## src/sv/sdfp_pkg.sv

```systemverilog
`default_nettype none

package sdfp_pkg;

    typedef enum logic [1:0] {
        MODE_U16  = 2'd0,
        MODE_U32  = 2'd1,
        MODE_U64  = 2'd2,
        MODE_FIX3 = 2'd3
    } mode_t;

    localparam int unsigned ACC_W  = 64;
    localparam int unsigned FRAC_W = 10;

    // largest accumulators that still take one more digit, and the U16 result bound
    localparam logic [ACC_W-1:0] LIM_U16_PRE = 64'd6553;
    localparam logic [16:0]      LIM_U16     = 17'h0FFFF;
    localparam logic [ACC_W-1:0] LIM_U32     = 64'd429496729;
    localparam logic [ACC_W-1:0] LIM_U64     = 64'd1844674407370955161;
    localparam logic [3:0]       MAX_LAST_DIGIT = 4'd5;

    localparam logic [9:0]       FIX_SCALE   = 10'd1000;
    localparam logic [FRAC_W-1:0] FRAC_MAX   = 10'd999;

    // decided field, handed from the parser to the output stage
    typedef struct packed {
        logic              ok;
        logic              fix3;
        logic              minus;
        logic [ACC_W-1:0]  acc;
        logic [FRAC_W-1:0] frac_pad;
    } sdfp_res_t;

endpackage

`default_nettype wire

```

## src/sv/strict_decimal_field_parser_top.sv

```systemverilog
`default_nettype none

// Strict ASCII decimal field parser. Characters enter on the s_ stream, one
// per request; s_tuser marks the first character of a field. Leading blanks
// are skipped, then digits are read as an unsigned 16, 32 or 64 bit value
// (overflow is an error) or, in mode 3, as a signed value in thousandths
// with up to three decimals. Trailing blanks and then NUL, comma, CR or LF
// close the field and produce one result on the m_ stream; anything else,
// or a field with no digit, gives an error result with zero magnitude.
// Later characters are dropped until the next start marker. The block takes
// one character every cycle while the m_ stream is not stalled: the parse
// state loop (one multiply-by-ten add and limit compare) closes with no
// register inside it, and a decided field passes from the input register to
// the parse and decision register and is scaled to thousandths in the
// output register. number_mode is written on the cfg_ channel, reset value
// 1 (unsigned 32 bit), and must only change while no character is in
// flight; an open field then carries on in the new mode.

module strict_decimal_field_parser_top
    import sdfp_pkg::*;
(
    input  wire logic        aclk,
    input  wire logic        aresetn,
    input  wire logic        s_tvalid,
    output logic             s_tready,
    input  wire logic [7:0]  s_tdata,   // [7:0] character
    input  wire logic        s_tuser,   // [0] field_start
    output logic             m_tvalid,
    input  wire logic        m_tready,
    output logic [71:0]      m_tdata,   // [63:0] magnitude, [64] is_negative
    output logic             m_tuser,   // [0] valid_number
    input  wire logic        cfg_valid,
    output logic             cfg_ready,
    input  wire logic [1:0]  cfg_data   // [1:0] number_mode
);

    mode_t             mode_reg;
    logic              in_valid_reg;
    logic [7:0]        in_char_reg;
    logic              in_start_reg;
    logic              parse_ready;
    logic              res_valid;
    sdfp_res_t         res;
    logic              out_ready;
    logic              out_valid_reg;
    logic              out_ok_reg;
    logic              out_neg_reg;
    logic [ACC_W-1:0]  out_mag_reg;
    logic [41:0]       scaled;
    logic [ACC_W-1:0]  mag_next;

    assign cfg_ready = 1'b1;

    always_ff @(posedge aclk) begin
        if (!aresetn) begin
            mode_reg <= MODE_U32;
        end else if (cfg_valid && cfg_ready) begin
            mode_reg <= mode_t'(cfg_data);
        end
    end

    // input register
    assign s_tready = !in_valid_reg || parse_ready;

    always_ff @(posedge aclk) begin
        if (!aresetn) begin
            in_valid_reg <= 1'b0;
        end else if (s_tready) begin
            in_valid_reg <= s_tvalid;
        end
        if (s_tvalid && s_tready) begin
            in_char_reg  <= s_tdata;
            in_start_reg <= s_tuser;
        end
    end

    sdfp_parse u_parse (
        .aclk        (aclk),
        .aresetn     (aresetn),
        .in_valid    (in_valid_reg),
        .in_ready    (parse_ready),
        .character   (in_char_reg),
        .field_start (in_start_reg),
        .mode        (mode_reg),
        .res_valid   (res_valid),
        .res_ready   (out_ready),
        .res         (res)
    );

    // output stage: in mode 3 integer part times 1000 plus padded decimals, else the integer as is; zero on error
    assign out_ready = !out_valid_reg || m_tready;

    always_comb begin
        scaled = 42'(res.acc[31:0]) * 42'(FIX_SCALE);
        if (!res.ok) begin
            mag_next = '0;
        end else if (res.fix3) begin
            mag_next = ACC_W'(scaled) + ACC_W'(res.frac_pad);
        end else begin
            mag_next = res.acc;
        end
    end

    always_ff @(posedge aclk) begin
        if (!aresetn) begin
            out_valid_reg <= 1'b0;
        end else if (out_ready) begin
            out_valid_reg <= res_valid;
        end
        if (out_ready && res_valid) begin
            out_ok_reg  <= res.ok;
            out_neg_reg <= res.ok && res.fix3 && res.minus;
            out_mag_reg <= mag_next;
        end
    end

    assign m_tvalid = out_valid_reg;
    assign m_tuser  = out_ok_reg;
    assign m_tdata  = {7'b0, out_neg_reg, out_mag_reg};

    a_error_is_zero: assert property (@(posedge aclk) disable iff (!aresetn)
        m_tvalid && !m_tuser |-> m_tdata[64:0] == '0)
        else $error("error result carries a value");

    a_empty_input_ready: assert property (@(posedge aclk) disable iff (!aresetn)
        !in_valid_reg |-> s_tready)
        else $error("input register empty but not ready");

    a_result_reaches_output: assert property (@(posedge aclk) disable iff (!aresetn)
        res_valid && out_ready |=> out_valid_reg)
        else $error("decided field did not reach the output register");

endmodule

`default_nettype wire

```

## src/sv/sdfp_parse.sv

```systemverilog
`default_nettype none

module sdfp_parse
    import sdfp_pkg::*;
(
    input  wire logic        aclk,
    input  wire logic        aresetn,
    input  wire logic        in_valid,
    output logic             in_ready,
    input  wire logic [7:0]  character,
    input  wire logic        field_start,
    input  wire mode_t       mode,
    output logic             res_valid,
    input  wire logic        res_ready,
    output sdfp_res_t        res
);

    typedef enum logic [2:0] {
        PH_IDLE, PH_LEAD, PH_SIGN, PH_INT, PH_FRAC, PH_TRAIL, PH_DONE
    } phase_t;

    typedef enum logic [1:0] {
        GO_ON, GO_OK, GO_FAIL
    } go_t;

    localparam logic [7:0] CH_NUL   = 8'h00;
    localparam logic [7:0] CH_TAB   = 8'h09;
    localparam logic [7:0] CH_LF    = 8'h0A;
    localparam logic [7:0] CH_CR    = 8'h0D;
    localparam logic [7:0] CH_SPACE = 8'h20;
    localparam logic [7:0] CH_PLUS  = 8'h2B;
    localparam logic [7:0] CH_COMMA = 8'h2C;
    localparam logic [7:0] CH_MINUS = 8'h2D;
    localparam logic [7:0] CH_POINT = 8'h2E;
    localparam logic [7:0] CH_ZERO  = 8'h30;
    localparam logic [7:0] CH_NINE  = 8'h39;

    phase_t            phase_reg, phase_next;
    logic [ACC_W-1:0]  acc_reg, acc_next;
    logic              saw_reg, saw_next;
    logic [FRAC_W-1:0] frac_reg, frac_next;
    logic [1:0]        fcnt_reg, fcnt_next;
    logic              minus_reg, minus_next;
    logic              res_valid_reg, res_valid_next;
    sdfp_res_t         res_reg, res_next;

    phase_t            ph;
    logic [ACC_W-1:0]  acc;
    logic              saw;
    logic [FRAC_W-1:0] frac;
    logic [1:0]        fcnt;
    logic              minus;
    logic              step;
    logic              digit, blank, term;
    logic [3:0]        dval;
    logic [ACC_W-1:0]  a10;
    logic              int_fail;
    logic [13:0]       frac10;
    logic [13:0]       pad_wide;
    go_t               go;

    assign in_ready  = !res_valid_reg || res_ready;
    assign step      = in_valid && in_ready;
    assign res_valid = res_valid_reg;
    assign res       = res_reg;

    // a start marker restarts the parse on this very character
    always_comb begin
        ph    = field_start ? PH_LEAD : phase_reg;
        acc   = field_start ? '0 : acc_reg;
        saw   = field_start ? 1'b0 : saw_reg;
        frac  = field_start ? '0 : frac_reg;
        fcnt  = field_start ? 2'd0 : fcnt_reg;
        minus = field_start ? 1'b0 : minus_reg;
    end

    always_comb begin
        digit = character inside {[CH_ZERO:CH_NINE]};
        blank = (character == CH_SPACE) || (character == CH_TAB);
        term  = (character == CH_NUL) || (character == CH_COMMA) ||
                (character == CH_CR) || (character == CH_LF);
        dval  = character[3:0];
        a10   = {acc[ACC_W-4:0], 3'b000} + {acc[ACC_W-2:0], 1'b0} + ACC_W'(dval);
        case (mode)
            MODE_U16:  int_fail = (acc > LIM_U16_PRE) || (a10[16:0] > LIM_U16);
            MODE_U32:  int_fail = (acc > LIM_U32) ||
                                  ((acc == LIM_U32) && (dval > MAX_LAST_DIGIT));
            MODE_U64:  int_fail = (acc > LIM_U64) ||
                                  ((acc == LIM_U64) && (dval > MAX_LAST_DIGIT));
            default:   int_fail = 1'b0;
        endcase
        frac10 = {4'b0, frac} * 14'd10 + 14'(dval);
        case (fcnt)
            2'd1:    pad_wide = {4'b0, frac} * 14'd100;
            2'd2:    pad_wide = {4'b0, frac} * 14'd10;
            default: pad_wide = {4'b0, frac};
        endcase
    end

    always_comb begin
        go         = GO_ON;
        phase_next = ph;
        acc_next   = acc;
        saw_next   = saw;
        frac_next  = frac;
        fcnt_next  = fcnt;
        minus_next = minus;

        case (ph)
            PH_LEAD, PH_SIGN, PH_INT: begin
                if (digit) begin
                    if (int_fail) begin
                        go = GO_FAIL;
                    end else begin
                        acc_next   = (mode == MODE_FIX3) ? {32'b0, a10[31:0]} : a10;
                        saw_next   = 1'b1;
                        phase_next = PH_INT;
                    end
                end else if (ph == PH_LEAD) begin
                    if (blank) begin
                    end else if (mode == MODE_FIX3 &&
                                 (character == CH_PLUS || character == CH_MINUS)) begin
                        minus_next = (character == CH_MINUS);
                        phase_next = PH_SIGN;
                    end else if (mode == MODE_FIX3 && character == CH_POINT) begin
                        phase_next = PH_FRAC;
                    end else begin
                        go = GO_FAIL;
                    end
                end else if (ph == PH_SIGN) begin
                    if (character == CH_POINT) begin
                        phase_next = PH_FRAC;
                    end else begin
                        go = GO_FAIL;
                    end
                end else begin
                    if (mode == MODE_FIX3 && character == CH_POINT) begin
                        phase_next = PH_FRAC;
                    end else if (blank) begin
                        phase_next = PH_TRAIL;
                    end else begin
                        go = term ? GO_OK : GO_FAIL;
                    end
                end
            end
            PH_FRAC: begin
                if (digit) begin
                    if (fcnt == 2'd3) begin
                        go = GO_FAIL;
                    end else begin
                        frac_next = frac10[FRAC_W-1:0];
                        fcnt_next = fcnt + 2'd1;
                        saw_next  = 1'b1;
                    end
                end else if (!saw) begin
                    go = GO_FAIL;
                end else if (blank) begin
                    phase_next = PH_TRAIL;
                end else begin
                    go = term ? GO_OK : GO_FAIL;
                end
            end
            PH_TRAIL: begin
                if (!blank) begin
                    go = term ? GO_OK : GO_FAIL;
                end
            end
            default: begin
            end
        endcase

        if (go != GO_ON) begin
            phase_next = PH_DONE;
        end

        res_next.ok       = (go == GO_OK);
        res_next.fix3     = (mode == MODE_FIX3);
        res_next.minus    = minus;
        res_next.acc      = acc;
        res_next.frac_pad = pad_wide[FRAC_W-1:0];

        res_valid_next = res_valid_reg && !res_ready;
        if (step && go != GO_ON) begin
            res_valid_next = 1'b1;
        end
    end

    always_ff @(posedge aclk) begin
        if (!aresetn) begin
            phase_reg     <= PH_IDLE;
            acc_reg       <= '0;
            saw_reg       <= 1'b0;
            frac_reg      <= '0;
            fcnt_reg      <= 2'd0;
            minus_reg     <= 1'b0;
            res_valid_reg <= 1'b0;
        end else begin
            res_valid_reg <= res_valid_next;
            if (step) begin
                phase_reg <= phase_next;
                acc_reg   <= acc_next;
                saw_reg   <= saw_next;
                frac_reg  <= frac_next;
                fcnt_reg  <= fcnt_next;
                minus_reg <= minus_next;
            end
        end
        if (step && go != GO_ON) begin
            res_reg <= res_next;
        end
    end

    a_decided_goes_done: assert property (@(posedge aclk) disable iff (!aresetn)
        step && go != GO_ON |=> phase_reg == PH_DONE)
        else $error("field decided but parser not in done phase");

    a_frac_in_range: assert property (@(posedge aclk) disable iff (!aresetn)
        frac_reg <= FRAC_MAX)
        else $error("fraction accumulator beyond three decimals");

    a_no_frac_without_count: assert property (@(posedge aclk) disable iff (!aresetn)
        fcnt_reg == 2'd0 |-> frac_reg == '0)
        else $error("fraction value without fraction digits");

    a_stalled_res_holds: assert property (@(posedge aclk) disable iff (!aresetn)
        res_valid_reg && !res_ready |=> res_valid_reg && $stable(res_reg))
        else $error("pending result lost or changed while stalled");

endmodule

`default_nettype wire
```

## config.mk

```make
export PLATFORM = sky130hd
export DESIGN_NAME = strict_decimal_field_parser_top
export DESIGN_NICKNAME = d
export VERILOG_FILES = /design/src/sv/sdfp_pkg.sv /design/src/sv/strict_decimal_field_parser_top.sv /design/src/sv/sdfp_parse.sv
export SDC_FILE = /design/constraint.sdc
export NUM_CORES = 1
export LEC_CHECK = 0
export BUFFER_PORTS_ARGS = -buffer_cell sky130_fd_sc_hd__clkbuf_2
export CELL_PAD_IN_SITES_DETAIL_PLACEMENT = 1
export CELL_PAD_IN_SITES_GLOBAL_PLACEMENT = 1
export CORE_MARGIN = 8
export CORE_UTILIZATION = 50
export CTS_BUF_LIST = sky130_fd_sc_hd__clkbuf_16
export DETAILED_ROUTE_END_ITERATION = 6
export GPL_ROUTABILITY_DRIVEN = 0
export PLACE_DENSITY = 0.82
export REMOVE_ABC_BUFFERS = 1
export SYNTH_ARGS = -nofsm -noshare
export SYNTH_HDL_FRONTEND = slang
export SYNTH_HIERARCHICAL = 1
export SYNTH_SLANG_ARGS = --single-unit
```

## constraint.sdc

```tcl
create_clock -name aclk -period 7.2 [get_ports aclk]
set_input_delay 0 -clock aclk [delete_from_list [all_inputs] [get_ports aclk]]
set_output_delay 0 -clock aclk [all_outputs]
set_load 0.02 [all_outputs]
```

* After elaboration in Yosys (flattened, before gate mapping)
Cells that the tools add are included.
** Word-level totals
- Register bits after elaboration :: 238
- Word-level logic and storage cells :: 147
** Operators by class
- Add/sub/neg operators :: 5
- $mul :: 3
- Magnitude comparators :: 7
- Eq/ne operators :: 22
- Multiplexer cells :: 59
- Reduce and logical (&&, ||, !) cells :: 31
** Operators with widths (number)
- $mux 64 :: 6
- $add 64x4->64 :: 1
- $add 64x64->64 :: 1
- $eq 64x29->1 const B :: 1
- $eq 64x61->1 const B :: 1
- $gt 64x13->1 const B :: 1
- $gt 64x29->1 const B :: 1
- $gt 64x61->1 const B :: 1
- $add 42x10->43 :: 1
- $mux 3 :: 14
- $eq 8x6->1 const B :: 5
- $mux 10 :: 4
- $mul 32x7->39 const B :: 1
- $mux 2 :: 18
- $eq 8x4->1 const B :: 3
- $pmux 10 s2 :: 1
- $gt 17x16->1 const B :: 1
- $logic_and 1x1->1 :: 12
- $mux 1 :: 12
- $logic_or 1x1->1 :: 11
- $add 10x4->10 :: 1
- $mul 10x3->9 const B :: 1
- $mul 10x5->8 const B :: 1
- $eq 2x2->1 const B :: 4
- other kinds (17) :: 24

* Depth between registers and ports, before layout
Gate-level depths: netlist of run 1.
- Depth in word-level cells :: 14
- Gate-level depth with buffers :: 21
- Mapped depth without buffers :: 19

* By module
Netlist of run 1, hierarchy kept.
** By module, submodules not included
- sdfp_parse :: times used 1, cells an instance 1397, area each 12266.8 µm², sequential area each 3953.8 µm²
- strict_decimal_field_parser_top :: times used 1, cells an instance 1023, area each 10142.2 µm², sequential area each 2332.2 µm²

* Worst setup path before layout of run 1
No wires, ideal clock.
- Kind :: register to register
- Start :: register in_start_reg
- End :: register u_parse.res_reg, in the netlist u_parse/res[0], enable pin
- Arrival :: 6.014 ns
- Data required time :: 6.756 ns
- Slack :: 0.741 ns
- Stages on the path, launching flop included :: 20
- Buffers on the path :: 5
- Period minus slack after synthesis :: 6.459 ns
- Cells stage by stage :: edfxtp_1 clkbuf_1 buf_2 buf_1 clkbuf_1 clkbuf_1 nor2b_1 ha_1 ha_1 inv_1 fa_1 nand2b_1 a21o_1 a21oi_1 o21ai_1 xor2_1 o2111ai_1 a311oi_1 o31ai_1 and2_1
** On the way
- Cells in the longest elaborated chain, start to end :: 11
- Elaborated cells between the ends (all ways) :: 35
** Ends and longest elaborated chain
- from (decl) :: line strict_decimal_field_parser_top.sv:40 : logic in_start_reg;
- from (signal assigned) :: line strict_decimal_field_parser_top.sv:73 : in_start_reg <= s_tuser;
- $mux 64 * :: line sdfp_parse.sv:70 : acc = field_start ? '0 : acc_reg;
- net u_parse.acc[1] :: line sdfp_parse.sv:48 : logic [ACC_W-1:0] acc;
- $add 64x64->64 :: line sdfp_parse.sv:83 : a10 = {acc[ACC_W-4:0], 3'b000} + {acc[ACC_W-2:0], 1'b0} + ACC_W'(dval);
- $add 64x4->64 :: line sdfp_parse.sv:83
- $gt 17x16->1 :: line sdfp_parse.sv:85 : MODE_U16: int_fail = (acc > LIM_U16_PRE) || (a10[16:0] > LIM_U16);
- $logic_or 1x1->1 :: line sdfp_parse.sv:85
- $pmux 1 s3 * :: line sdfp_parse.sv:84 : case (mode)
- $mux 2 * :: line sdfp_parse.sv:112 : if (int_fail) begin
- $mux 2 * :: line sdfp_parse.sv:111 : if (digit) begin
- $pmux 2 s3 * :: line sdfp_parse.sv:109 : case (ph)
- $reduce_bool 2->1 * :: line sdfp_parse.sv:208 : if (step && go != GO_ON) begin
- $logic_and 1x1->1 * :: line sdfp_parse.sv:208
- to (signal assigned) :: line sdfp_parse.sv:209 : res_reg <= res_next;
- to (decl) :: line sdfp_parse.sv:45 : sdfp_res_t res_reg, res_next;
Mark *: on every way through the listed nets, which the timed path passes. The rest lies on a longest branch.
A chain may end at the register's enable or synchronous reset.

* Final worst setup path of run 1
- Start :: register u_parse.res_reg, in the netlist u_parse/res[28]
- End :: register out_mag_reg[41] (data pin)
** On the way
- Cells in the longest elaborated chain, start to end :: 3
** Ends and longest elaborated chain
- $mul 32x7->39 :: line strict_decimal_field_parser_top.sv:94 : scaled = 42'(res.acc[31:0]) * 42'(FIX_SCALE);
- $add 42x10->43 :: line strict_decimal_field_parser_top.sv:98 : mag_next = ACC_W'(scaled) + ACC_W'(res.frac_pad);
- $mux 64 :: line strict_decimal_field_parser_top.sv:97 : end else if (res.fix3) begin
- to (signal assigned) :: line strict_decimal_field_parser_top.sv:113 : out_mag_reg <= mag_next;
- to (decl) :: line strict_decimal_field_parser_top.sv:48 : logic [ACC_W-1:0] out_mag_reg;
No other way between the ends.

==> impl_metrics.ini, run 1 <==
[sta]
clock.fmax_ghz = 0.1535
setup_violations = 0
slew_headroom_pct = 26.63
skew_ns = 0.01411
fin_hold_ws_ns = 0.06662
rsz0062_at_grt = false
tightest_slew_ns = 1.101
fin_crit_ns = 6.513
fin_crit_sh_pct = 90.46
hold_violations = 0
final_max_slew_viol_count = 0
tns_ns = 0

[route]
vias = 18730
dr.pass1.iters = 5
routed_wl_um = 66690
drt.antenna.violating_nets = 0
route.detailed.drc = 0
via_per_inst = 6.096
drt-wirelength-per-cell_um = 21.70
dr.first_iter.drc_count = 1108

[power]
powerDensity_mw_per_mm2 = 199.1
leakage_uw = 0.01067
peakVddDrop_uv = 205.1

[clocking]
clk_pin_slew_worst_paths_ns = 0.06
postCtsHoldBufs = 16
htreeDepth = 1
cts_resized = 0
cts_setup_buffers = 0
root_buffer = clkbuf_16
cts_tree = yes
cts.sinks = 238
cts_buffer_depth = 3
clkLatencyLatePin_ns = 0.59
cts_buffers = 29

[floorplan]
die_y_um = 227.7
row_count = 77
start_util_pct = 50.67
core_area_mm2 = 0.04422
pin_count = 92
die-width_um = 227.7
dieArea_mm2 = 0.05185

[worst_setup_path]
reg2reg_to = out_mag_reg[41]$_SDFFCE_PN0P_
end_kind = flip-flop
r2r_slack_ns = 0.69
critical_path_class = reg2reg
arrival_ns = 6.95
regToRegStartpoint = u_parse/res[28]$_DFFE_PP_
cp_data_required_time_ns = 7.64
cp-start-kind = flip-flop
reg2regPathDepth = 17
crit_fanout = 14

[synth]
ys_seq_area_share_pct = 28.05
synth_top_area_share_pct = 20.37
yosysTopAreaCell = edfxtp_1
ys_ff_latch = 238
synthTopCellsByArea = edfxtp_1, ha_1, fa_1
synth-main-ff-cell = edfxtp_1
synth-async-reset-ratio_pct = 0
syn_inst = 2420
synth.distinct_cells = 104
syn_avg_cell_area_um2 = 9.260
synth-edff-count = 152
yosys_warnings = 6
syn_area_mm2 = 0.02241

[worst_hold_path]
holdPathEnd = u_parse/acc_reg[19]$_SDFFE_PN0P_
min_from = aresetn
min_path_cells = 3
hp-class = in2reg

[finish]
syn2layout_area_growth_pct = 8.772
drive_gt1_share_pct = 8.505
final_util_pct = 55.12
largest_register_ffs = 77
n_antenna_cell = 0
stdcell_area_mm2 = 0.02437
nFillCells = 5038
nets = 2841

[grt]
grt_max_degree = 79
grt-ovfl-total = 0
grt_pass1_wl_um = 108500
grt_antenna_before_repair = 0
grt_pass1_vias = 20130
track_usage_pct = 25.07

[placed_design]
dp_hpwl_um = 51660
portBuffers = 83
placed_area_mm2 = 0.02320

[job]
drv_cap = 0

[run_status]
status = finished clean
## critical path, stage by stage (launching register included)
cell,delay (ns)
edfxtp_1,0.42
inv_1,0.33
fa_1,0.52
fa_1,0.55
fa_1,0.45
fa_1,0.54
inv_1,0.05
ha_1,0.55
nand2_1,0.18
nor4_2,0.48
a221o_1,0.28
nor2_1,0.08
a221oi_2,0.43
nand4b_2,0.25
nor4b_4,0.42
nand3_2,0.16
or4_1,0.50
a31oi_1,0.17
## cell usage after synthesis (all sizes together), types with 5 or more instances
| cell | n |
|---|---|
| nand3 | 73 |
| a22oi | 27 |
| xor2 | 53 |
| o21a | 26 |
| nand4 | 42 |
| inv | 219 |
| nand2 | 173 |
| xnor2 | 80 |
| a31oi | 17 |
| a21o | 53 |
| or2 | 6 |
| buf | 32 |
| edfxtp | 152 |
| nor4 | 21 |
| a21oi | 155 |
| mux2i | 13 |
| a211oi | 37 |
| or3 | 15 |
| or4 | 7 |
| a221oi | 6 |
| o211a | 8 |
| and3 | 38 |
| and2 | 22 |
| a21boi | 31 |
| a311oi | 11 |
| nor2 | 141 |
| o21bai | 24 |
| nand4b | 7 |
| nand2b | 16 |
| o211ai | 17 |
| o31ai | 13 |
| ha | 243 |
| dfxtp | 86 |
| fa | 124 |
| nor3 | 40 |
| nor2b | 112 |
| o21ai | 130 |
| o2111ai | 5 |
| and4 | 6 |
| clkbuf | 78 |
## power breakdown
group / internal, uW / switching [uW] / total, uW
logic: 626 / 1140 / 1770
clock network: 950 / 622 / 1570
registers: 1490 / 24.4 / 1510
## stage by stage
stage	std cells	setup slack, ns	power [uW]
6_report	3073	0.6868	4853
4_1_cts	3073	0.7462	4854
2_1_floorplan	2316	0.3584	2823
5_1_grt	3073	0.3450	5084
3_5_place_dp	3003	0.7663	3264
3_3_place_gp	3003	0.8879	3185
## cell usage in the layout, fill, tap and decap left out, types with 20 or more instances in the layout
cell type,instances
ha_1,243
inv_1,223
nand2_1,173
edfxtp_1,152
a21oi_1,150
nor2_1,139
fa_1,124
o21ai_0,112
nor2b_1,112
dfxtp_1,86
clkbuf_2,83
xnor2_1,80
nand3_1,70
a21o_1,53
xor2_1,51
nand4_1,41
and3_1,38
nor3_1,38
a211oi_1,35
a21boi_0,29
clkbuf_16,29
o21a_1,26
o21bai_1,24
and2_1,20
## cells by family (layout without fill, tap and decap cells)
family                     after synthesis  after routing  synth area share [%]
AOI/OAI and AO/OA                      606            606                 18.49
other                                    2              8               0.03351
adders and majority gates              367            367                 24.65
DFF                                    238            238                 28.05
and+or+nand+nor                        731            731                 17.07
buffers and inverters                  330            385                 5.863
xor gates and xnor gates               133            133                 5.265
muxes                                   13             13                0.5807
## metal layers
metal / part of all wire (%) / GRT usage [%] / up-vias
met1: 43 / 31.88 / 9459
met3: 4.1 / 2.892 / 141
met5: 0 / 0 / -
li1: - / - / 8656
met2: 49 / 44.20 / 476
met4: 3.1 / 7.588 / 0
## cell type report
type / count / area [um2] / share of cell area, %
sequential: 238 / 6286 / 25.79
inverter: 220 / 825.8 / 3.388
clock inverter: 25 / 291.5 / 1.196
multi-input combinational: 1858 / 14840 / 60.88
tap: 592 / 740.7 / 3.039
timing repair buffer: 111 / 665.6 / 2.731
clock buffer: 29 / 725.7 / 2.977
## how the worst max path moves through the flow
stage	startpoint	to	cells after the start
finish	u_parse/res[28]$_DFFE_PP_	out_mag_reg[41]$_SDFFCE_PN0P_	17
global route	u_parse/res[20]$_DFFE_PP_	out_mag_reg[41]$_SDFFCE_PN0P_	17
detailed placement	u_parse/res[20]$_DFFE_PP_	out_mag_reg[38]$_SDFFCE_PN0P_	17
global placement	u_parse/res[32]$_DFFE_PP_	out_mag_reg[41]$_SDFFCE_PN0P_	17
CTS	u_parse/res[28]$_DFFE_PP_	out_mag_reg[41]$_SDFFCE_PN0P_	17
floorplan	in_start_reg$_DFFE_PP_	u_parse/res[0]$_DFFE_PP_	14
Note: power is estimated with default switching activity, not from simulation.
==> run 2: changes to the inputs <==
--- a/config.mk
+++ b/config.mk
@@ -5,7 +5,7 @@
 export SDC_FILE = /design/constraint.sdc
 export NUM_CORES = 1
 export LEC_CHECK = 0
-export BUFFER_PORTS_ARGS = -buffer_cell sky130_fd_sc_hd__clkbuf_2
+export BUFFER_PORTS_ARGS = -buffer_cell sky130_fd_sc_hd__buf_2
 export CELL_PAD_IN_SITES_DETAIL_PLACEMENT = 1
 export CELL_PAD_IN_SITES_GLOBAL_PLACEMENT = 1
 export CORE_MARGIN = 8
==> run 2 against run 1 <==
  * Cell count about the same
  * Worst hold slack improved by 0.027 ns
  * Worst setup slack got worse by 0.11 ns
  * Largest cell class unchanged
  * Non-clock buffer count unchanged
  * Critical path type unchanged
  * Highest routed layer unchanged
  * Cell area decreased by 0.20%
  * Power decreased by 2.1%
  * Clock skew increased by 0.0031 ns
==> impl_metrics.ini, run 2 (synthesis gave the netlist of run 1 again) <==
[run_status]
status = finished clean

[floorplan]
dieArea_mm2 = 0.05185
core_area_mm2 = 0.04422
row_count = 77
die-width_um = 227.7
pin_count = 92
die_y_um = 227.7
start_util_pct = 50.67

[clocking]
cts_tree = yes
root_buffer = clkbuf_16
cts.sinks = 238
cts_buffer_depth = 3
htreeDepth = 1
cts_setup_buffers = 0
cts_resized = 0
clk_pin_slew_worst_paths_ns = 0.06
postCtsHoldBufs = 16
cts_buffers = 30
clkLatencyLatePin_ns = 0.59

[finish]
nFillCells = 5036
n_antenna_cell = 0
syn2layout_area_growth_pct = 8.554
stdcell_area_mm2 = 0.02433
largest_register_ffs = 77
drive_gt1_share_pct = 8.538
nets = 2842
layout_common_cells = ha_1, inv_1, nand2_1, edfxtp_1, a21oi_1
mostFrequentLayoutCell = ha_1

[sta]
fin_crit_ns = 6.618
fin_hold_ws_ns = 0.09340
fin_crit_sh_pct = 91.92
tightest_slew_ns = 1.042
hold_violations = 0
tns_ns = 0
setup_violations = 0
final_max_slew_viol_count = 0
rsz0062_at_grt = false
clock.fmax_ghz = 0.1511
skew_ns = 0.01724
slew_headroom_pct = 30.47

[worst_setup_path]
path_cells = inv_1, fa_1, fa_1, fa_1, fa_1, inv_1, ha_1, a21oi_1, o21ai_0, a211oi_1, o21ai_0, xor2_1, nand4_2, nor4_4, nand4b_1, or4_1, nand3_1
startpoint = u_parse/res[20]$_DFFE_PP_
regToRegStartpoint = u_parse/res[20]$_DFFE_PP_
crit_fanout = 7
arrival_ns = 7.07
max_stage_delay_ns = 0.54
critical_path_class = reg2reg
cp_data_required_time_ns = 7.66
crit_top_cell = fa_1
cp-start-kind = flip-flop
end_kind = flip-flop
slowest_stage = fa_1

[placed_design]
dp_hpwl_um = 51590
placed_area_mm2 = 0.02321
portBuffers = 83

[power]
peakVddDrop_uv = 186.7
leakage_uw = 0.01066
powerDensity_mw_per_mm2 = 195.3

[grt]
grt-ovfl-total = 0
grt_antenna_before_repair = 0
grt_pass1_vias = 20150
track_usage_pct = 25.02
grt_max_degree = 71
grt_pass1_wl_um = 108300

[route]
dr.first_iter.drc_count = 1089
route.detailed.drc = 0
via_per_inst = 6.071
wl_met2_um = 33480
dr.pass1.iters = 5
wl_met3_um = 2777
drt-met1-wl_um = 28760
drt-wirelength-per-cell_um = 21.68
routed_wl_um = 66660
vias = 18670
drt.antenna.violating_nets = 0
highest_layer = met4

[worst_hold_path]
min_from = aresetn
hp-class = in2reg

[job]
drv_cap = 0
run 2: changes by cell type in the layout (fill, tap and decap cells not counted), sizes merged:
cell | previous run | this run
buf | 12 | 95
bufinv | 6 | 1
clkinvlp | 3 | 0
inv | 224 | 234
clkbuf | 112 | 32
clkinv | 12 | 9
run 2: power breakdown:
group          total [uW]  switching, uW  internal (uW)
Sequential           1510           22.3           1490
Clock                1470            630            838
Combinational        1770           1150            628
Total                4750           1800           2950
run 2: through the flow:
stage	utilization (%)	power (uW)	std cells	setup slack [ns]
global placement	52.49	3190	3003	0.8955
detailed placement	52.49	3266	3003	0.7031
finish	55.01	4750	3075	0.5817
floorplan	-	2823	2316	0.3584
global route	55.01	4990	3075	0.3414
CTS	55.01	4755	3075	0.6717
run 2: final timing paths:
check / end / cells past startpoint / slack, ns
worst min register to register: u_parse/minus_reg$_SDFFE_PN0P_ / 2 / 0.47
worst max register to register: out_mag_reg[38]$_SDFFCE_PN0P_ / 17 / 0.58
worst max-delay path: out_mag_reg[38]$_SDFFCE_PN0P_ / 17 / 0.58
worst min-delay path: u_parse/acc_reg[46]$_SDFFE_PN0P_ / 3 / 0.09
run 2: per-layer routing:
metal | track usage [%] | vias up
met4 | 6.720 | 0
met3 | 2.693 | 121
met1 | 31.77 | 9406
met2 | 44.72 | 458
met5 | 0 | -
li1 | - | 8684
run 2: cell type report:
type                    count  area [um2]  share of cell area (%)
clock buffers              32       800.8                   3.292
clock inverters            24       155.1                  0.6378
inverters                 220       825.8                   3.395
multi-input cells        1858       14840                   61.00
flip-flops and latches    238        6286                   25.84
well taps                 592       740.7                   3.045
repair buffers            111       678.2                   2.788
run 2: worst max-delay path: cells and delay by family (launching register included):
| family | cells | cell delay (ns) |
|---|---|---|
| adders and majority gates | 5 | 2.46 |
| and+or+nand+nor | 5 | 1.62 |
| AOI/OAI and AO/OA | 4 | 1.24 |
| DFF | 1 | 0.51 |
| buffers and inverters | 2 | 0.34 |
| xor gates and xnor gates | 1 | 0.32 |
==> run 3: changes to the inputs <==
--- a/config.mk
+++ b/config.mk
@@ -13,6 +13,7 @@
 export CTS_BUF_LIST = sky130_fd_sc_hd__clkbuf_16
 export DETAILED_ROUTE_END_ITERATION = 6
 export GPL_ROUTABILITY_DRIVEN = 0
+export MAX_ROUTING_LAYER = met4
 export PLACE_DENSITY = 0.82
 export REMOVE_ABC_BUFFERS = 1
 export SYNTH_ARGS = -nofsm -noshare
==> run 3 against run 2 <==
  * Non-clock buffer count stayed put
  * Via count is 0.58% lower
  * Cell area stayed put
  * Register-to-register slack better by 0.03 ns
  * Power hardly changed
  * Largest power group unchanged
==> impl_metrics.ini, run 3 (synthesis gave the netlist of run 1 again) <==
[finish]
drive_gt1_share_pct = 8.538
mostFrequentLayoutCell = ha_1
final_util_pct = 55.01
n_antenna_cell = 0
largest_register_ffs = 77
syn2layout_area_growth_pct = 8.554
layout_common_cells = ha_1, inv_1, nand2_1, edfxtp_1, a21oi_1
nets = 2842

[worst_setup_path]
regToRegStartpoint = u_parse/res[20]$_DFFE_PP_
crit_top_cell = fa_1
cp_data_required_time_ns = 7.66
max_stage_delay_ns = 0.55
startpoint = u_parse/res[20]$_DFFE_PP_
slowest_stage = nor4_4
path_cells = inv_1, fa_1, fa_1, fa_1, fa_1, inv_1, ha_1, a21oi_1, o21ai_0, a211oi_1, o21ai_0, xor2_1, nand4_2, nor4_4, nand4b_1, or4_1, nand3_1
reg2regPathDepth = 17
cp_num_buf_inv = 2
arrival_ns = 7.05
crit_end = out_mag_reg[38]$_SDFFCE_PN0P_
reg2reg_to = out_mag_reg[38]$_SDFFCE_PN0P_
r2r_slack_ns = 0.61
end_kind = flip-flop
critical_path_class = reg2reg
crit_fanout = 7
cp-start-kind = flip-flop
cp.depth = 17
cp_top_family = adder cells

[sta]
tns_ns = 0
rsz0062_at_grt = false
slew_headroom_pct = 30.62
setup_violations = 0
hold_violations = 0
fin_crit_sh_pct = 91.52
final_max_slew_viol_count = 0
tightest_slew_ns = 1.040
clock.fmax_ghz = 0.1518
skew_ns = 0.01562
fin_crit_ns = 6.590

[floorplan]
core_area_mm2 = 0.04422
die_y_um = 227.7
pin_count = 92
row_count = 77
die-width_um = 227.7
dieArea_mm2 = 0.05185
start_util_pct = 50.67

[clocking]
cts_tree = yes
clkLatencyLatePin_ns = 0.59
postCtsHoldBufs = 16
cts_buffers = 30
cts.sinks = 238
cts_resized = 0
htreeDepth = 1
cts_buffer_depth = 3
cts_setup_buffers = 0
root_buffer = clkbuf_16
clk_pin_slew_worst_paths_ns = 0.06

[grt]
grt_max_degree = 71
grt_pass1_wl_um = 108300
grt-ovfl-total = 0
grt_antenna_before_repair = 0
grt_pass1_vias = 20120
track_usage_pct = 25.75

[worst_hold_path]
min_from = aresetn
hp-class = in2reg
min_path_cells = 3

[placed_design]
dp_hpwl_um = 51590
portBuffers = 83

[run_status]
status = finished clean

[route]
drt-wirelength-per-cell_um = 21.67
dr.first_iter.drc_count = 1196
via_per_inst = 6.036
drt.antenna.violating_nets = 0
vias = 18560
route.detailed.drc = 0
dr.pass1.iters = 5
routed_wl_um = 66640

[power]
peakVddDrop_uv = 185.9
leakage_uw = 0.01066
powerDensity_mw_per_mm2 = 195.3

[job]
drv_cap = 0
## run 3: cell counts in the layout (fill, tap and decap cells not counted)
Identical to the previous run, type by type.
## run 3: cell type report
cell class / count / area [um2]
multi-input cells: 1858 / 14840
flip-flops and latches: 238 / 6286
repair buffers: 111 / 678.2
clock inverters: 24 / 155.1
fillers: 5036 / 19900
well taps: 592 / 740.7
clock buffers: 32 / 800.8
inverters: 220 / 825.8
## run 3: stage by stage
| step | total power (uW) | cells | worst slack, ns | area [um2] | hold slack (ns) |
|---|---|---|---|---|---|
| 6_report | 4750 | 3075 | 0.6103 | 24330 | 0.09558 |
| 5_1_grt | 4991 | 3075 | 0.3427 | 24330 | 0.1060 |
| 4_1_cts | 4755 | 3075 | 0.6717 | 24330 | 0.08199 |
| 3_5_place_dp | 3266 | 3003 | 0.7031 | 23210 | 0.1790 |
| 3_3_place_gp | 3190 | 3003 | 0.8955 | 23210 | 0.1775 |
| 2_1_floorplan | 2823 | 2316 | 0.3584 | 21940 | 0.06194 |
## run 3: power by group
part	total (uW)	switching [uW]	internal, uW
Combinational	1770	1140	628
Clock	1470	631	839
Sequential	1510	22.4	1490
Total	4750	1800	2950
## run 3: metal layers
metal	vias up	wire length, um	track usage, %
met5	-	0	-
met1	9352	29290	31.90
met4	0	1659	6.761
met2	403	33410	44.69
li1	8682	-	-
met3	124	2278	2.544
## run 3: worst min path at each step
stage / slack, ns / to
after floorplan: 0.06 / mode_reg[0]$_SDFFE_PN1P_
after global placement: 0.18 / in_char_reg[5]$_DFFE_PP_
after detailed placement: 0.18 / in_char_reg[4]$_DFFE_PP_
after CTS: 0.08 / u_parse/acc_reg[23]$_SDFFE_PN0P_
after global routing: 0.11 / u_parse/acc_reg[27]$_SDFFE_PN0P_
final: 0.1 / u_parse/acc_reg[46]$_SDFFE_PN0P_
## run 3: worst reg2reg max path: stages, from the launching register on
cell and delay (ns):
edfxtp_1 0.51, inv_1 0.28, fa_1 0.50, fa_1 0.50, fa_1 0.52, fa_1 0.54, inv_1 0.06, ha_1 0.40
a21oi_1 0.29, o21ai_0 0.28, a211oi_1 0.46, o21ai_0 0.20, xor2_1 0.32, nand4_2 0.24, nor4_4 0.55, nand4b_1 0.27
or4_1 0.47, nand3_1 0.10
